==> config.mk <==
export PLATFORM = sky130hd
export DESIGN_NAME = media_service_kind_descriptor_parser
export DESIGN_NICKNAME = d
export VERILOG_FILES = /design/src/sv/msk_pkg.sv /design/src/sv/media_service_kind_descriptor_parser.sv /design/src/sv/msk_input_stage.sv /design/src/sv/msk_parser.sv /design/src/sv/msk_output_stage.sv
export VERILOG_INCLUDE_DIRS = /design/src /design/src/sv
export SDC_FILE = /design/constraint.sdc
export NUM_CORES = 1
export LEC_CHECK = 0
export BUFFER_PORTS_ARGS = -buffer_cell sky130_fd_sc_hd__buf_2
export CORE_UTILIZATION = 45
export DETAILED_ROUTE_END_ITERATION = 16
export SYNTH_ARGS = -nofsm -noshare
export SYNTH_HDL_FRONTEND = slang
export SYNTH_HIERARCHICAL = 1
export SYNTH_SLANG_ARGS = --single-unit
==> constraint.sdc <==
create_clock -name clock -period 8.8 [get_ports clock]
set_input_delay 0 -clock clock [delete_from_list [all_inputs] [get_ports clock]]
set_output_delay 0 -clock clock [all_outputs]
set_load 0.02 [all_outputs]
==> src/sv/assert_macros.svh <==
// Assertion macros shared by the media service kind descriptor parser RTL.
// Each macro expects signals named clock and reset in the using module.
`ifndef ASSERT_MACROS_SVH
`define ASSERT_MACROS_SVH

// Property checked at every rising clock edge outside reset.
`define MSK_ASSERT(label, prop, msg) \
   label: assert property (@(posedge clock) disable iff (reset) prop) else $error(msg);

// Condition that must never be true outside reset.
`define MSK_ASSERT_NEVER(label, expr, msg) \
   `MSK_ASSERT(label, !(expr), msg)

`endif

==> src/sv/msk_pkg.sv <==
// Types, constants and parse helper functions for the media service kind
// descriptor parser. No dependencies.
`timescale 1ns / 1ps

package msk_pkg;

   localparam int ID_TYPE_W = 13;

   typedef enum logic [3:0] {
      PH_KIND       = 4'd0,
      PH_ID_HI      = 4'd1,
      PH_ID_LO      = 4'd2,
      PH_ID_LEN     = 4'd3,
      PH_ID_BYTES   = 4'd4,
      PH_PAIR       = 4'd5,
      PH_LANG_LEN   = 4'd6,
      PH_LANG_BYTES = 4'd7,
      PH_PURPOSE    = 4'd8
   } phase_type;

   typedef enum logic [2:0] {
      EL_KIND_HDR  = 3'd0,
      EL_ID_HDR    = 3'd1,
      EL_ID_LEN    = 3'd2,
      EL_ID_BYTE   = 3'd3,
      EL_PAIR_HDR  = 3'd4,
      EL_LANG_LEN  = 3'd5,
      EL_LANG_BYTE = 3'd6,
      EL_PURPOSE   = 3'd7
   } element_type;

   localparam logic [2:0] ID_LEN_EXPLICIT   = 3'd7;
   localparam logic [1:0] LANG_LEN_EXPLICIT = 2'd0;

   typedef struct packed {
      logic       valid;
      logic [7:0] payload_byte;
      logic       last_byte;
   } in_item_type;

   typedef struct packed {
      phase_type  phase;
      logic [2:0] pairs_left;
      logic [2:0] purposes_left;
      logic [7:0] bytes_left;
      logic [7:0] held_header_byte;
      logic [7:0] kind_counter;
      logic [2:0] pair_counter;
   } state_type;

   typedef struct packed {
      element_type          element_kind;
      logic                 description_flag;
      logic                 has_identifier;
      logic [2:0]           entry_count;
      logic [1:0]           type_code;
      logic [2:0]           length_code;
      logic [ID_TYPE_W-1:0] identifier_type;
      logic [7:0]           resolved_length;
      logic [7:0]           data_value;
      logic [7:0]           kind_number;
      logic [2:0]           pair_number;
      logic                 truncated;
   } result_type;

   localparam state_type STATE_RESET = '{
      phase:            PH_KIND,
      pairs_left:       3'd0,
      purposes_left:    3'd0,
      bytes_left:       8'd0,
      held_header_byte: 8'd0,
      kind_counter:     8'd0,
      pair_counter:     3'd0
   };

   function automatic logic [7:0] id_length(input logic [2:0] code);
      logic [7:0] len;
      case (code)
         3'd0:    len = 8'd1;
         3'd1:    len = 8'd2;
         3'd2:    len = 8'd4;
         3'd3:    len = 8'd8;
         3'd4:    len = 8'd12;
         3'd5:    len = 8'd16;
         3'd6:    len = 8'd20;
         default: len = 8'd0;
      endcase
      return len;
   endfunction

   function automatic logic [7:0] lang_length(input logic [1:0] idx);
      logic [7:0] len;
      case (idx)
         2'd1:    len = 8'd2;
         2'd2:    len = 8'd3;
         default: len = 8'd0;
      endcase
      return len;
   endfunction

   function automatic state_type finish_kind(input state_type s);
      state_type t;
      t               = s;
      t.phase         = PH_KIND;
      t.kind_counter  = s.kind_counter + 8'd1;
      t.pair_counter  = 3'd0;
      t.pairs_left    = 3'd0;
      t.purposes_left = 3'd0;
      t.bytes_left    = 8'd0;
      return t;
   endfunction

   function automatic state_type next_pair_or_end(input state_type s);
      state_type t;
      t = s;
      if (s.pairs_left != 3'd0) begin
         t.phase = PH_PAIR;
      end else begin
         t = finish_kind(s);
      end
      return t;
   endfunction

   function automatic state_type end_pair(input state_type s);
      state_type t;
      t              = s;
      t.pairs_left   = s.pairs_left - 3'd1;
      t.pair_counter = s.pair_counter + 3'd1;
      return next_pair_or_end(t);
   endfunction

   function automatic state_type after_lang(input state_type s);
      state_type t;
      t = s;
      if (s.purposes_left != 3'd0) begin
         t.phase = PH_PURPOSE;
      end else begin
         t = end_pair(s);
      end
      return t;
   endfunction

   function automatic state_type after_lang_len(input state_type s);
      state_type t;
      t = s;
      if (s.bytes_left != 8'd0) begin
         t.phase = PH_LANG_BYTES;
      end else begin
         t = after_lang(s);
      end
      return t;
   endfunction

endpackage

==> src/sv/media_service_kind_descriptor_parser.sv <==
// Channel   Direction  Handshake             Payload
// req       in         req_valid/req_stall   payload_byte, last_byte
// rsp       out        rsp_valid/rsp_stall   at most one decoded element per request
//
// Takes one request per cycle while req_stall is low; a byte passes the input register, then the result register.
// The decode between the input and result registers is combinational.
// The first ID header byte gives no result unless it ends the payload.
// Reset is synchronous and returns the parser to the kind header phase.
// A stalled result holds the result register; the input register fills behind it.
// Depends on msk_pkg, msk_input_stage, msk_parser and msk_output_stage.
`timescale 1ns / 1ps

module media_service_kind_descriptor_parser (
   input  logic                           clock,
   input  logic                           reset,
   input  logic                           req_valid,
   output logic                           req_stall,
   input  logic [7:0]                     req_payload_byte,
   input  logic                           req_last_byte,
   output logic                           rsp_valid,
   input  logic                           rsp_stall,
   output logic [2:0]                     rsp_element_kind,
   output logic                           rsp_description_flag,
   output logic                           rsp_has_identifier,
   output logic [2:0]                     rsp_entry_count,
   output logic [1:0]                     rsp_type_code,
   output logic [2:0]                     rsp_length_code,
   output logic [msk_pkg::ID_TYPE_W-1:0]  rsp_identifier_type,
   output logic [7:0]                     rsp_resolved_length,
   output logic [7:0]                     rsp_data_value,
   output logic [7:0]                     rsp_kind_number,
   output logic [2:0]                     rsp_pair_number,
   output logic                           rsp_truncated
);
   import msk_pkg::*;

   in_item_type item;
   result_type  result;
   result_type  rsp_result;
   logic        advance;
   logic        emit;

   msk_input_stage u_input (
      .clock            (clock),
      .reset            (reset),
      .req_valid        (req_valid),
      .req_stall        (req_stall),
      .req_payload_byte (req_payload_byte),
      .req_last_byte    (req_last_byte),
      .advance          (advance),
      .item             (item)
   );

   msk_parser u_parser (
      .clock   (clock),
      .reset   (reset),
      .item    (item),
      .advance (advance),
      .emit    (emit),
      .result  (result)
   );

   msk_output_stage u_output (
      .clock      (clock),
      .reset      (reset),
      .in_valid   (item.valid),
      .emit       (emit),
      .result     (result),
      .advance    (advance),
      .rsp_valid  (rsp_valid),
      .rsp_stall  (rsp_stall),
      .rsp_result (rsp_result)
   );

   assign rsp_element_kind     = rsp_result.element_kind;
   assign rsp_description_flag = rsp_result.description_flag;
   assign rsp_has_identifier   = rsp_result.has_identifier;
   assign rsp_entry_count      = rsp_result.entry_count;
   assign rsp_type_code        = rsp_result.type_code;
   assign rsp_length_code      = rsp_result.length_code;
   assign rsp_identifier_type  = rsp_result.identifier_type;
   assign rsp_resolved_length  = rsp_result.resolved_length;
   assign rsp_data_value       = rsp_result.data_value;
   assign rsp_kind_number      = rsp_result.kind_number;
   assign rsp_pair_number      = rsp_result.pair_number;
   assign rsp_truncated        = rsp_result.truncated;

endmodule

==> src/sv/msk_input_stage.sv <==
// Input register of the descriptor parser: holds one accepted request byte.
// Depends on msk_pkg.
`timescale 1ns / 1ps

module msk_input_stage (
   input  logic                clock,
   input  logic                reset,
   input  logic                req_valid,
   output logic                req_stall,
   input  logic [7:0]          req_payload_byte,
   input  logic                req_last_byte,
   input  logic                advance,
   output msk_pkg::in_item_type item
);
   import msk_pkg::*;

   logic       valid_ff;
   logic       valid_in;
   logic [7:0] byte_ff;
   logic       last_ff;
   logic       accept;

   assign req_stall = valid_ff && !advance;
   assign accept    = req_valid && !req_stall;

   always_comb begin
      valid_in = valid_ff;
      if (accept) begin
         valid_in = 1'b1;
      end else if (advance) begin
         valid_in = 1'b0;
      end
   end

   always_ff @(posedge clock) begin
      if (reset) begin
         valid_ff <= 1'b0;
      end else begin
         valid_ff <= valid_in;
      end
   end

   always_ff @(posedge clock) begin
      if (accept) begin
         byte_ff <= req_payload_byte;
         last_ff <= req_last_byte;
      end
   end

   assign item = '{valid: valid_ff, payload_byte: byte_ff, last_byte: last_ff};

endmodule

==> src/sv/msk_parser.sv <==
// Parse state registers and the per-byte decode logic of the descriptor
// parser. Depends on msk_pkg and assert_macros.svh.
`timescale 1ns / 1ps
`include "assert_macros.svh"

module msk_parser (
   input  logic                 clock,
   input  logic                 reset,
   input  msk_pkg::in_item_type item,
   input  logic                 advance,
   output logic                 emit,
   output msk_pkg::result_type  result
);
   import msk_pkg::*;

   state_type state_ff;
   state_type state_in;
   state_type nxt;
   logic      step_en;
   logic [7:0] b;
   logic [2:0] code;

   assign step_en = item.valid && advance;
   assign b       = item.payload_byte;
   assign code    = state_ff.held_header_byte[7:5];

   always_comb begin
      nxt                = state_ff;
      result             = '0;
      result.kind_number = state_ff.kind_counter;
      emit               = 1'b1;
      unique case (state_ff.phase)
         PH_ID_HI: begin
            nxt.held_header_byte = b;
            nxt.phase            = PH_ID_LO;
            if (item.last_byte) begin
               result.element_kind    = EL_ID_HDR;
               result.length_code     = b[7:5];
               result.identifier_type = {b[4:0], 8'd0};
            end else begin
               emit = 1'b0;
            end
         end
         PH_ID_LO: begin
            result.element_kind    = EL_ID_HDR;
            result.length_code     = code;
            result.identifier_type = {state_ff.held_header_byte[4:0], b};
            if (code == ID_LEN_EXPLICIT) begin
               nxt.phase = PH_ID_LEN;
            end else begin
               nxt.bytes_left         = id_length(code);
               result.resolved_length = id_length(code);
               nxt.phase              = PH_ID_BYTES;
            end
         end
         PH_ID_LEN: begin
            result.element_kind    = EL_ID_LEN;
            result.resolved_length = b;
            nxt.bytes_left         = b;
            if (b != 8'd0) begin
               nxt.phase = PH_ID_BYTES;
            end else begin
               nxt = next_pair_or_end(nxt);
            end
         end
         PH_ID_BYTES: begin
            result.element_kind = EL_ID_BYTE;
            result.data_value   = b;
            nxt.bytes_left      = state_ff.bytes_left - 8'd1;
            if (nxt.bytes_left == 8'd0) begin
               nxt = next_pair_or_end(nxt);
            end
         end
         PH_PAIR: begin
            result.element_kind = EL_PAIR_HDR;
            result.entry_count  = b[5:3];
            result.type_code    = b[7:6];
            result.length_code  = {1'b0, b[2:1]};
            result.pair_number  = state_ff.pair_counter;
            nxt.purposes_left   = b[5:3];
            if (b[2:1] == LANG_LEN_EXPLICIT) begin
               nxt.phase = PH_LANG_LEN;
            end else begin
               nxt.bytes_left         = lang_length(b[2:1]);
               result.resolved_length = lang_length(b[2:1]);
               nxt                    = after_lang_len(nxt);
            end
         end
         PH_LANG_LEN: begin
            result.element_kind    = EL_LANG_LEN;
            result.resolved_length = b;
            result.pair_number     = state_ff.pair_counter;
            nxt.bytes_left         = b;
            nxt                    = after_lang_len(nxt);
         end
         PH_LANG_BYTES: begin
            result.element_kind = EL_LANG_BYTE;
            result.data_value   = b;
            result.pair_number  = state_ff.pair_counter;
            nxt.bytes_left      = state_ff.bytes_left - 8'd1;
            if (nxt.bytes_left == 8'd0) begin
               nxt = after_lang(nxt);
            end
         end
         PH_PURPOSE: begin
            result.element_kind = EL_PURPOSE;
            result.data_value   = b;
            result.pair_number  = state_ff.pair_counter;
            nxt.purposes_left   = state_ff.purposes_left - 3'd1;
            if (nxt.purposes_left == 3'd0) begin
               nxt = end_pair(nxt);
            end
         end
         default: begin
            result.element_kind     = EL_KIND_HDR;
            result.description_flag = b[7];
            result.has_identifier   = b[6];
            result.entry_count      = b[5:3];
            result.type_code        = b[2:1];
            nxt.pairs_left          = b[5:3];
            nxt.pair_counter        = 3'd0;
            if (b[6]) begin
               nxt.phase = PH_ID_HI;
            end else begin
               nxt = next_pair_or_end(nxt);
            end
         end
      endcase
      if (item.last_byte) begin
         result.truncated = (nxt.phase != PH_KIND);
         nxt              = STATE_RESET;
      end
      state_in = step_en ? nxt : state_ff;
   end

   always_ff @(posedge clock) begin
      if (reset) begin
         state_ff <= STATE_RESET;
      end else begin
         state_ff <= state_in;
      end
   end

   `MSK_ASSERT(a_kind_phase_clean, (state_ff.phase == PH_KIND) |-> (state_ff.pairs_left == 3'd0 && state_ff.purposes_left == 3'd0 && state_ff.bytes_left == 8'd0 && state_ff.pair_counter == 3'd0), "Kind header phase with leftover entry state")
   `MSK_ASSERT_NEVER(a_empty_byte_run, ((state_ff.phase == PH_ID_BYTES || state_ff.phase == PH_LANG_BYTES) && state_ff.bytes_left == 8'd0) || (state_ff.phase == PH_PURPOSE && state_ff.purposes_left == 3'd0), "Data phase entered with nothing left to read")
   `MSK_ASSERT(a_last_restarts, (step_en && item.last_byte) |=> (state_ff.phase == PH_KIND && state_ff.kind_counter == 8'd0), "Final payload byte did not restart the parser")

endmodule

==> src/sv/msk_output_stage.sv <==
// Result register of the descriptor parser with its valid/stall handshake.
// Depends on msk_pkg.
`timescale 1ns / 1ps

module msk_output_stage (
   input  logic                clock,
   input  logic                reset,
   input  logic                in_valid,
   input  logic                emit,
   input  msk_pkg::result_type result,
   output logic                advance,
   output logic                rsp_valid,
   input  logic                rsp_stall,
   output msk_pkg::result_type rsp_result
);
   import msk_pkg::*;

   logic       valid_ff;
   logic       valid_in;
   logic       load;
   result_type result_ff;

   assign advance  = !valid_ff || !rsp_stall;
   assign load     = in_valid && advance && emit;
   assign valid_in = advance ? load : valid_ff;

   always_ff @(posedge clock) begin
      if (reset) begin
         valid_ff <= 1'b0;
      end else begin
         valid_ff <= valid_in;
      end
   end

   always_ff @(posedge clock) begin
      if (load) begin
         result_ff <= result;
      end
   end

   assign rsp_valid  = valid_ff;
   assign rsp_result = result_ff;

endmodule

==> results of run 1 <==
-- cell usage after synthesis, drive strengths merged (3+ instances only) --
| master | n |
|---|---|
| nand4b | 3 |
| nor2b | 16 |
| nand2b | 5 |
| dfxtp | 39 |
| nor4b | 6 |
| nor4bb | 3 |
| nand2 | 35 |
| o22ai | 3 |
| a22o | 5 |
| or3 | 6 |
| o31a | 3 |
| a21o | 3 |
| and3 | 4 |
| o31ai | 9 |
| or4 | 7 |
| a21oi | 31 |
| o211ai | 4 |
| o311ai | 4 |
| edfxtp | 63 |
| clkbuf | 25 |
| xnor2 | 3 |
| inv | 18 |
| o21a | 6 |
| or4b | 3 |
| buf | 20 |
| nor2 | 35 |
| nor4 | 10 |
| xor2 | 3 |
| o21ai | 26 |
| a31oi | 6 |
| a22oi | 15 |
| o41ai | 3 |
| ha | 13 |
| a32oi | 7 |
| and2 | 21 |
| nand4 | 6 |
| nand3 | 20 |
| nor3 | 9 |
-- worst max-delay path: cells and delay by family, from the launching register on --
| family | cells | cell delay (ps) |
|---|---|---|
| DFF | 1 | 990 |
| and+or+nand+nor | 2 | 1220 |
| AOI/OAI and AO/OA | 4 | 1040 |
-- path summary, 6_finish.rpt --
| kind | to | start | cells past startpoint |
|---|---|---|---|
| worst min register to register | u_parser/state_ff[31] | u_parser/state_ff[31] | 1 |
| worst min-delay path | u_parser/code[2] | reset | 2 |
| worst max-delay path | u_parser/result[4] | u_parser/state_ff[36] | 6 |
| worst max register to register | u_parser/result[4] | u_parser/state_ff[36] | 6 |
-- registers in the layout, indices dropped and copies added, names as in the netlist --
register             cells
u_input/byte_ff          8
u_input/last_ff          1
u_output/rsp_result     54
u_input/valid_ff         1
u_parser/state_ff       26
u_parser/code            3
u_output/rsp_valid       1
u_parser/result          8
-- per-stage QoR --
step	hold WS (ps)	instance area, sq um	total power [mW]	cells
floorplan	62.44	5456	0.6043	534
global placement	176.0	5796	0.6331	703
detailed placement	178.7	5796	0.6333	703
CTS	145.1	6181	1.009	730
global route	169.2	6181	1.037	730
finish	148.4	6181	0.9987	730
-- metal layers --
| metal | GRT usage (%) | share of wire (%) | vias up | routed length [um] |
|---|---|---|---|---|
| li1 | - | - | 2119 | - |
| met5 | 0 | 0 | - | 0 |
| met2 | 34.00 | 46 | 208 | 6250 |
| met4 | 7.911 | 1.8 | 0 | 243 |
| met1 | 31.64 | 45 | 2155 | 6137 |
| met3 | 4.806 | 7.8 | 20 | 1064 |
-- cells in the final DEF (no fill, tap or decap), types with 3 or more instances in the layout --
master / instances
nand2b_1: 5
xor2_1: 3
nor2b_1: 15
dfxtp_1: 39
o31ai_1: 8
and3_1: 4
and2_1: 20
buf_2: 68
o211ai_1: 4
a22o_1: 5
o21ai_0: 25
inv_1: 18
a32oi_1: 7
a22oi_1: 15
nand3_1: 20
o31a_1: 3
clkbuf_16: 9
a21o_1: 3
ha_1: 13
nor3_1: 8
nor4b_1: 3
nand4b_1: 3
a21oi_1: 28
a31oi_1: 5
o22ai_1: 3
o311ai_0: 4
or4_1: 7
nand2_1: 34
nor2_1: 35
buf_4: 3
nor4_1: 7
nand4_1: 6
o21a_1: 6
or3_1: 5
dlygate4sd3_1: 11
xnor2_1: 3
o41ai_1: 3
edfxtp_1: 63
-- layout make-up --
type / instances / area [sq um] / share of cell area [%]
inverter: 18 / 67.56 / 1.093
timing repair buffer: 82 / 473.0 / 7.652
clock buffer: 10 / 229.0 / 3.704
multi-input combinational: 369 / 2514 / 40.67
clock inverter: 6 / 46.29 / 0.7490
tap: 143 / 178.9 / 2.895
sequential: 102 / 2673 / 43.24
-- repair_timing --
action,in CTS,in global routing
gates resized for setup,0,0
hold buffers,11,0
endpoints found under the setup margin,0,0
endpoints found under the hold margin,11,0
-- where the power goes --
| group | internal, mW | leakage [nW] | switching (mW) |
|---|---|---|---|
| clock | 0.194 | 0.135 | 0.178 |
| combinational | 0.0307 | 1.15 | 0.0579 |
| sequential | 0.523 | 0.923 | 0.0153 |
-- kinds of logic after synthesis --
logic type / Yosys count
fa+ha+maj: 13
mux: 1
xor+xnor: 6
simple gates: 198
buf+inv: 63
compound gates: 151
flops: 102
==> metrics.md, run 1 <==
| Metric | Value |
|---|---|
| Largest family of logic cells by synthesized area | `simple AND/OR/NAND/NOR gates` |
| CTS tree | `done` |
| Worst-path cell chain | `or4b_1 -> o21a_1 -> a22oi_1 -> a21oi_2 -> or4_1 -> a21oi_1` |
| Residual DRC count | `3` |
| Grt ovf | `0` |
| Syn Inst Count | `534` |
| Root Buffer | `clkbuf_16` |
| Slew Limit Fails | `0` |
| Clock transition at path regs | `~70 ps` |
| Number of synthesized flops with an enable pin | `63` |
| Skew-Pair Late Insertion Delay | `360 ps` |
| Vias in the first global route | `around 4k` |
| Clock skew | `7.334 ps` |
| Worst slew margin | `approximately 30%` |
| Syn Std Cell Area | `5456 sq um` |
| Largest net degree at the start of global routing | `41` |
| N_diodes | `0` |
| Count of maximum capacitance violations | `0` |
| DIE WIDTH | `112.1 um` |
| R2R setup slack | `5470 ps` |
| First-pass GRT wire length | `about 22 mm` |
| Synth top area cells | `edfxtp_1 35%, dfxtp_1 14%, ha_1 3.0%, a21oi_1 2.7%, nor2_1 2.4%` |
| Setup slack after layout | `5466 ps` |
| Delay of the slowest critical-path stage | `990 ps` |
| H-tree levels | `3` |
| P&R area growth vs syn | `13.28%` |
| Post-synth ARST share | `0%` |
| Core box area | `approximately 12,000 sq um` |
| Initial Utilization | `46.98%` |
| Slew @ Worst Pin | `about 1000 ps` |
| Die height | `112.1 um` |
| Starting DRT DRC Count | `447` |
| Row Count | `39` |
| Final hold vios | `0` |
| GR Util All Layers | `22.39%` |
| Crit. End Element | `register` |
| Pleak | `~2.2 nW` |
| Nets | `608` |
| CP Class | `register to register` |
| RSZ-0062 raised after global routing | `no` |
| Yosys reg bits | `approximately 100` |
| Primary FF master, synth | `edfxtp_1` |
| Routed WL per cell | `18.76 um` |
| Post-route setup TNS | `0 ps` |
| Worst-case vdd ir drop | `roughly 0.11 mV` |
| Utilization of the core after routing | `53.22%` |
| Detail Route Antenna Nets | `0` |
| Die area | `12,570 sq um` |
| CP max-delay cell | `dfxtp_1` |
| Total Routed Length | `about 14 mm` |
| Crit path required time | `9080 ps` |
| Post-synthesis sequential area ratio | `between 40% and 50%` |
| Fillers | `~1.1k` |
| IO Count | `69` |
| Post-CTS Setup Inserts | `0` |
| Area leader, netlist | `edfxtp_1` |
| Peak Freq | `roughly 300 MHz` |
| Startpoint Class | `register` |
| Placer Congestion | `0.9560` |
| PD cells | `161.6 nW/um^2` |
| Synth Area in XOR/XNOR | `0.9631%` |
| Initial antenna violation count | `0` |
| Failing checks | `DRC` |
| Final setup fails | `0` |
| Vias | `about 4.5k` |
| Tcrit/Tclk final | `37.89%` |
| DP Wirelength | `9.485 mm` |
| Hold Path Class | `input port to register` |
| Arrival time of the worst setup path | `3620 ps` |
| Synth warn | `6` |
| DR pass1 iterations | `13` |
| Clock Tree Buf Depth | `2` |
| I/O Buffers | `68` |
| Layout cell share with drive strength beyond 1 | `about a fifth` |
| Post-synthesis adder-cell area fraction | `2.981%` |
| Compound-Gate Fraction of Synth Area | `roughly 20%` |
| Synthesized area per cell | `between 10 and 15 sq um` |
| Post-synthesis mux area share | `0.1834%` |
| Min cycle time layout | `3334 ps` |
| Post-Synth Simple-Gate Area | `21.53%` |
| Worst slack at placement | `5581 ps` |
| Clock sink count | `a little over 100` |
| Crit path max fanout | `29` |
| Status | `complete, but fails checks` |
| CTS buffer count | `9` |
| Synth top area share | `34.67%` |
| Cell variety after synth | `85` |
| Number of vias per cell | `approximately 6` |
| Syn_nets | `560` |
No activity file was read; power rests on OpenSTA's default activity.
==> inputs of run 2 (changes only) <==
==> constraint.sdc (replaced) <==
create_clock -name clock -period 3.2 [get_ports clock]
set_input_delay 0 -clock clock [delete_from_list [all_inputs] [get_ports clock]]
set_output_delay 0 -clock clock [all_outputs]
set_load 0.02 [all_outputs]
==> metrics.md, run 2 (synthesized netlist as in run 1, its figures left out) <==
| Metric | Value |
|---|---|
| Arrival time of the worst setup path | `~3200 ps` |
| Die area | `12,570 sq um` |
| Depth of the most critical reg-to-reg path | `8` |
| Starting DRT DRC Count | `455` |
| Crit path max fanout | `16` |
| Design Power | `between 2 and 3 mW` |
| DIE WIDTH | `between 100 and 150 um` |
| Row Count | `39` |
| Vias in the first global route | `4,318` |
| Largest register FFs | `54` |
| RR Startpoint | `u_parser/state_ff[19]` |
| CP Class | `register to register` |
| Vias | `about 4.6k` |
| Placer Congestion | `0.8879` |
| Routed WL per cell | `18.59 um` |
| Clock sink count | `102` |
| Slew @ Worst Pin | `1003 ps` |
| Hold_ws | `137.3 ps` |
| Fillers | `1,022` |
| Status | `complete, but fails checks` |
| Die height | `112.1 um` |
| DP Cell Count | `720` |
| Startpoint Class | `register` |
| Crit path required time | `3480 ps` |
| Residual DRC count | `4` |
| Clock Tree Buf Depth | `2` |
| Largest net degree at the start of global routing | `41` |
| Total Routed Length | `13.89 mm` |
| Root Buffer | `clkbuf_16` |
| Crit. End Element | `register` |
| Clock transition at path regs | `~70 ps` |
| Hold path endpoint | `u_parser/state_ff[14]` |
| Detail Route Antenna Nets | `0` |
| Skew-Pair Late Insertion Delay | `roughly 350 ps` |
| DP Wirelength | `9.696 mm` |
| RSZ-0062 raised after global routing | `no` |
| Clock skew | `6.635 ps` |
| Layout cell share with drive strength beyond 1 | `20.86%` |
| IO Count | `69` |
| R2R Path End | `u_parser/state_ff[29]` |
| Hold Path Class | `input port to register` |
| PD cells | `443.3 nW/um^2` |
| Hold path depth | `2` |
| CTS buffer count | `9` |
| Post-route setup TNS | `0 ps` |
| Final hold vios | `0` |
| Initial antenna violation count | `0` |
| Worst-case vdd ir drop | `roughly 0.34 mV` |
| HP Start | `reset` |
| Nets | `625` |
| Grt ovf | `0` |
| Number of vias per cell | `just over 6` |
| First-pass GRT wire length | `between 20 and 25 mm` |
| Pleak | `2.304 nW` |
| Post-CTS Setup Inserts | `0` |
| Commonest non-fill, non-tap cells in the layout | `68 x buf_2, 63 x edfxtp_1, 39 x dfxtp_1, 35 x nor2_1, 34 x nand2_1` |
| Slew Limit Fails | `0` |
| Worst slew margin | `32.80%` |
| Core box area | `11,610 sq um` |
| Final setup fails | `0` |
| Utilization of the core after routing | `54.55%` |
| Min cycle time layout | `2958 ps` |
| Commonest non-fill, non-tap cell in the layout | `buf_2` |
| CTS tree | `done` |
| DR pass1 iterations | `11` |
| Initial Utilization | `46.98%` |
| Failing checks | `DRC` |
| GR Util All Layers | `22.79%` |
| N_diodes | `0` |
| H-tree levels | `3` |
| R2R setup slack | `240 ps` |
| Count of maximum capacitance violations | `0` |
| Tcrit/Tclk final | `92.45%` |
| Peak Freq | `around 340 MHz` |
| I/O Buffers | `68` |
| P&R area growth vs syn | `16.10%` |
| Finished Layout Cells | `747` |
[run 2: changes by cell type in the layout (fill, tap and decap cells not counted), sizes merged]
cell    previous run  this run
buf               71        88
clkbuf            10        11
inv               20        19
[run 2: where the power goes]
group / switching [mW] / leakage (nW) / total (mW) / internal, mW
sequential: 0.0264 / 0.923 / 1.46 / 1.44
clock: 0.489 / 0.143 / 1.07 / 0.582
combinational: 0.178 / 1.24 / 0.273 / 0.0951
[run 2: layout make-up]
| class | instances | area [sq um] | area share, % |
|---|---|---|---|
| Sequential cell | 102 | 2673 | 42.19 |
| Clock inverter | 5 | 41.29 | 0.6518 |
| Clock buffer | 11 | 254.0 | 4.009 |
| Multi-Input combinational cell | 369 | 2507 | 39.58 |
| Timing Repair Buffer | 99 | 613.1 | 9.678 |
| Tap cell | 143 | 178.9 | 2.824 |
| Inverter | 18 | 67.56 | 1.067 |
[run 2: worst max path at each step]
stage               slack (ps)             startpoint                     end  depth (start not counted)
global placement           360  u_parser/state_ff[19]      u_parser/result[4]                          8
floorplan                  520  u_parser/state_ff[33]  u_output/rsp_result[0]                          5
global route                10  u_parser/state_ff[30]   u_parser/state_ff[23]                          8
detailed placement         300  u_parser/state_ff[19]      u_parser/result[4]                          8
finish                     240  u_parser/state_ff[19]   u_parser/state_ff[29]                          8
CTS                        280  u_parser/state_ff[19]      u_parser/result[4]                          8
[run 2: timing repair]
| item | 4_1_cts | 5_1_grt |
|---|---|---|
| endpoints found under the setup margin | 0 | 0 |
| resized for setup | 0 | 0 |
| hold buffers | 11 | 0 |
| endpoints found under the hold margin | 11 | 0 |
[run 2: per-stage QoR]
stage	setup slack [ps]	area, sq um
after floorplan	517.3	5460
after global routing	14.47	6335
after global placement	358.0	5929
after CTS	276.6	6335
after detailed placement	298.1	5929
final	241.7	6335
[run 2: per-layer routing]
metal | routed length (um) | up-vias | part of all wire [%] | GRT usage, %
met5 | 0 | - | 0 | 0
met3 | 935 | 30 | 6.7 | 4.968
li1 | - | 2150 | - | -
met2 | 6520 | 199 | 47 | 37.43
met1 | 6089 | 2181 | 44 | 29.19
met4 | 343 | 0 | 2.5 | 9.511
[run 2: critical path, cell delays in order, from the launching register on]
cell and delay, ps:
dfxtp_1 440, inv_1 80, ha_1 250, xor2_1 180, or4b_4 590, o31ai_4 410
a21oi_2 250, or4_1 550, a21oi_1 130
==> inputs of run 3 (changes only) <==
--- a/config.mk
+++ b/config.mk
@@ -6,9 +6,11 @@
 export SDC_FILE = /design/constraint.sdc
 export NUM_CORES = 1
 export LEC_CHECK = 0
+export ABC_AREA = 1
 export BUFFER_PORTS_ARGS = -buffer_cell sky130_fd_sc_hd__buf_2
 export CORE_UTILIZATION = 45
 export DETAILED_ROUTE_END_ITERATION = 16
+export PLACE_DENSITY = 0.62
 export SYNTH_ARGS = -nofsm -noshare
 export SYNTH_HDL_FRONTEND = slang
 export SYNTH_HIERARCHICAL = 1
==> metrics.md, run 3 <==
| Metric | Value |
|---|---|
| CTS buffer count | `9` |
| Sw Ratio | `26.82%` |
| Die area | `about 13,000 sq um` |
| Design Power | `2.831 mW` |
| Final hold vios | `0` |
| Post-route setup TNS | `0 ps` |
| Slew @ Worst Pin | `839.6 ps` |
| Post-synthesis mux area share | `0%` |
| Layout cell share with drive strength beyond 1 | `between 20% and 30%` |
| Die height | `roughly 110 um` |
| Yosys reg bits | `102` |
| Number of vias per cell | `~5.4` |
| Clock transition at path regs | `70 ps` |
| Comb pwr share | `a little over a tenth` |
| Post-CTS Setup Inserts | `0` |
| Worst-case vdd ir drop | `~0.26 mV` |
| Clock skew | `7.348 ps` |
| IO Count | `69` |
| Count of maximum capacitance violations | `0` |
| Psw | `0.7593 mW` |
| CP most frequent cell | `nand2_1` |
| Peak Freq | `377.5 MHz` |
| RR Startpoint | `u_parser/state_ff[19]` |
| Detail Route Antenna Nets | `0` |
| Worst-path cell chain | `inv_1 -> ha_1 -> xnor2_1 -> nand2_1 -> nor2_1 -> nand4_1 -> nand2_1 -> o21a_1 -> nand2_4 -> nand2_1 -> a21oi_1` |
| Tcrit/Tclk final | `82.78%` |
| Largest net degree at the start of global routing | `47` |
| Total Routed Length | `around 15 mm` |
| DR pass1 iterations | `5` |
| Largest family of logic cells by synthesized area | `simple AND/OR/NAND/NOR gates` |
| Post-synthesis adder-cell area fraction | `2.909%` |
| Primary FF master, synth | `edfxtp_1` |
| Vias | `4,857` |
| Clock power share | `between 30% and 40%` |
| P&R area growth vs syn | `15.26%` |
| DP Wirelength | `11.16 mm` |
| Grt ovf | `0` |
| Crit path required time | `3410 ps` |
| Initial antenna violation count | `0` |
| Area leader, netlist | `edfxtp_1` |
| Root Buffer | `clkbuf_16` |
| Worst slew margin | `43.82%` |
| Cell variety after synth | `45` |
| PD cells | `approximately 440 nW/um^2` |
| Hold path endpoint | `u_parser/state_ff[26]` |
| Internal Pwr Total | `2.072 mW` |
| RSZ-0062 raised after global routing | `no` |
| DIE WIDTH | `113.5 um` |
| Depth of the most critical reg-to-reg path | `11` |
| Residual DRC count | `0` |
| Initial Utilization | `46.36%` |
| Most common cell in the netlist | `nand2_1` |
| Commonest non-fill, non-tap cell in the layout | `nand2_1` |
| CP max-delay cell | `o21a_1` |
| Core box area | `12,060 sq um` |
| Final setup fails | `0` |
| Synth top area share | `33.83%` |
| Synth top area cells | `edfxtp_1 34%, dfxtp_1 14%, nand2_1 8.7%, inv_1 5.4%, nor2_1 4.3%` |
| Part of the power in registers | `51.8%` |
| Delay of the slowest critical-path stage | `380 ps` |
| Skew-Pair Late Insertion Delay | `350 ps` |
| Min cycle time layout | `2649 ps` |
| Slew Limit Fails | `0` |
| Status | `completed` |
| Hold Path Class | `input port to register` |
| Post-synthesis sequential area ratio | `47.80%` |
| Clock sink count | `102` |
| Routed WL per cell | `16.80 um` |
| I/O Buffers | `68` |
| Utilization of the core after routing | `53.43%` |
| HP Start | `reset` |
| Arrival time of the worst setup path | `2850 ps` |
| Synth Area in XOR/XNOR | `1.410%` |
| Vias in the first global route | `4,549` |
| Row Count | `40` |
| DP Cell Count | `between 800 and 900` |
| H-tree levels | `3` |
| Compound-Gate Fraction of Synth Area | `12.35%` |
| Syn Inst Count | `662` |
| R2R Path End | `u_parser/result[11]` |
| Startpoint Class | `register` |
| CTS tree | `done` |
| Placer Congestion | `0.9493` |
| Syn_nets | `about 700` |
| Post-Synth Simple-Gate Area | `between 20% and 30%` |
| Number of synthesized flops with an enable pin | `63` |
| N_diodes | `0` |
| Pleak | `roughly 2.8 nW` |
| Synth warn | `6` |
| First-pass GRT wire length | `23.87 mm` |
| Starting DRT DRC Count | `400` |
| Nets | `759` |
| Finished Layout Cells | `906` |
| PostCTS Resize Cnt | `0` |
| Hold path depth | `2` |
| Clock Tree Buf Depth | `2` |
| CP Class | `register to register` |
| Largest register FFs | `54` |
| Post-synth ARST share | `0%` |
| Top post-synthesis cells by count | `129 x nand2_1, 80 x inv_1, 64 x nor2_1` |
| GR Util All Layers | `24.36%` |
| Crit. End Element | `register` |
| Syn Std Cell Area | `roughly 5600 sq um` |
| Commonest non-fill, non-tap cells in the layout | `129 x nand2_1, 80 x inv_1, 68 x buf_2, 64 x nor2_1, 63 x edfxtp_1` |
| Synthesized area per cell | `8.447 sq um` |
| R2R setup slack | `550 ps` |
| Crit path max fanout | `9` |
==> run 3: layout make-up <==
type / instances / area, sq um
Clock buffer: 10 / 229.0
Clock inverter: 6 / 52.55
Fill cell: 1170 / 5617
Inverter: 97 / 366.6
Multi-Input combinational cell: 440 / 2421
Sequential cell: 102 / 2673
Tap cell: 168 / 210.2
Timing Repair Buffer: 83 / 493.0
==> run 3: per-stage QoR <==
step                hold WS, ps  setup WS [ps]  area, sq um
floorplan                 62.44          396.4         5595
global placement          179.5          626.2         6053
detailed placement        179.6          604.3         6053
CTS                       206.0          584.4         6445
global route              246.8          307.3         6445
finish                    213.5          551.0         6445
==> run 3: critical path: cells and delay by family, from the launching register on <==
kind | cells | cell delay [ps]
adder cells (fa/ha/maj) | 1 | 270
XOR/XNOR | 1 | 320
AO/OA/AOI/OAI | 2 | 450
AND/OR/NAND/NOR | 6 | 960
flip-flops | 1 | 360
buffers and inverters | 1 | 130
==> run 3: worst max path at each step <==
stage / cells after the start / slack [ps] / from / endpoint
6_report: 11 / 550 / u_parser/state_ff[19] / u_parser/result[11]
5_1_grt: 11 / 310 / u_parser/state_ff[19] / u_parser/result[11]
4_1_cts: 11 / 580 / u_parser/state_ff[19] / u_parser/result[11]
3_5_place_dp: 11 / 600 / u_parser/state_ff[19] / u_parser/result[11]
3_3_place_gp: 15 / 630 / u_parser/state_ff[30] / u_output/rsp_result[0]
2_1_floorplan: 8 / 400 / u_parser/state_ff[36] / u_output/rsp_result[0]
==> run 3: per-layer routing <==
layer  track usage [%]  vias to the layer above  wire (um)
met5                 0                        -          0
met4             12.72                        0        419
met3             3.029                       28        842
met2             38.78                      183       6966
met1             32.62                     2287       6989
li1                  -                     2359          -
==> run 3: cell families (layout without fill, tap and decap cells) <==
family | count (synthesis) | count (layout)
AOI/OAI and AO/OA | 114 | 114
xor gates and xnor gates | 9 | 9
adders and majority gates | 13 | 13
buffers and inverters | 120 | 196
DFF | 102 | 102
and+or+nand+nor | 304 | 304
==> run 3: power groups by stage <==
stage               Combinational, mW  Sequential [mW]  Clock (mW)
floorplan                       0.157             1.53           0
global placement                0.294             1.50           0
detailed placement              0.295             1.50           0
CTS                             0.306             1.47        1.07
global route                    0.335             1.47        1.13
finish                          0.308             1.47        1.06
==> run 3: timing repair <==
| item | 4_1_cts | 5_1_grt |
|---|---|---|
| setup endpoints to repair | 0 | 0 |
| hold buffers | 11 | 0 |
| endpoints found under the hold margin | 11 | 0 |
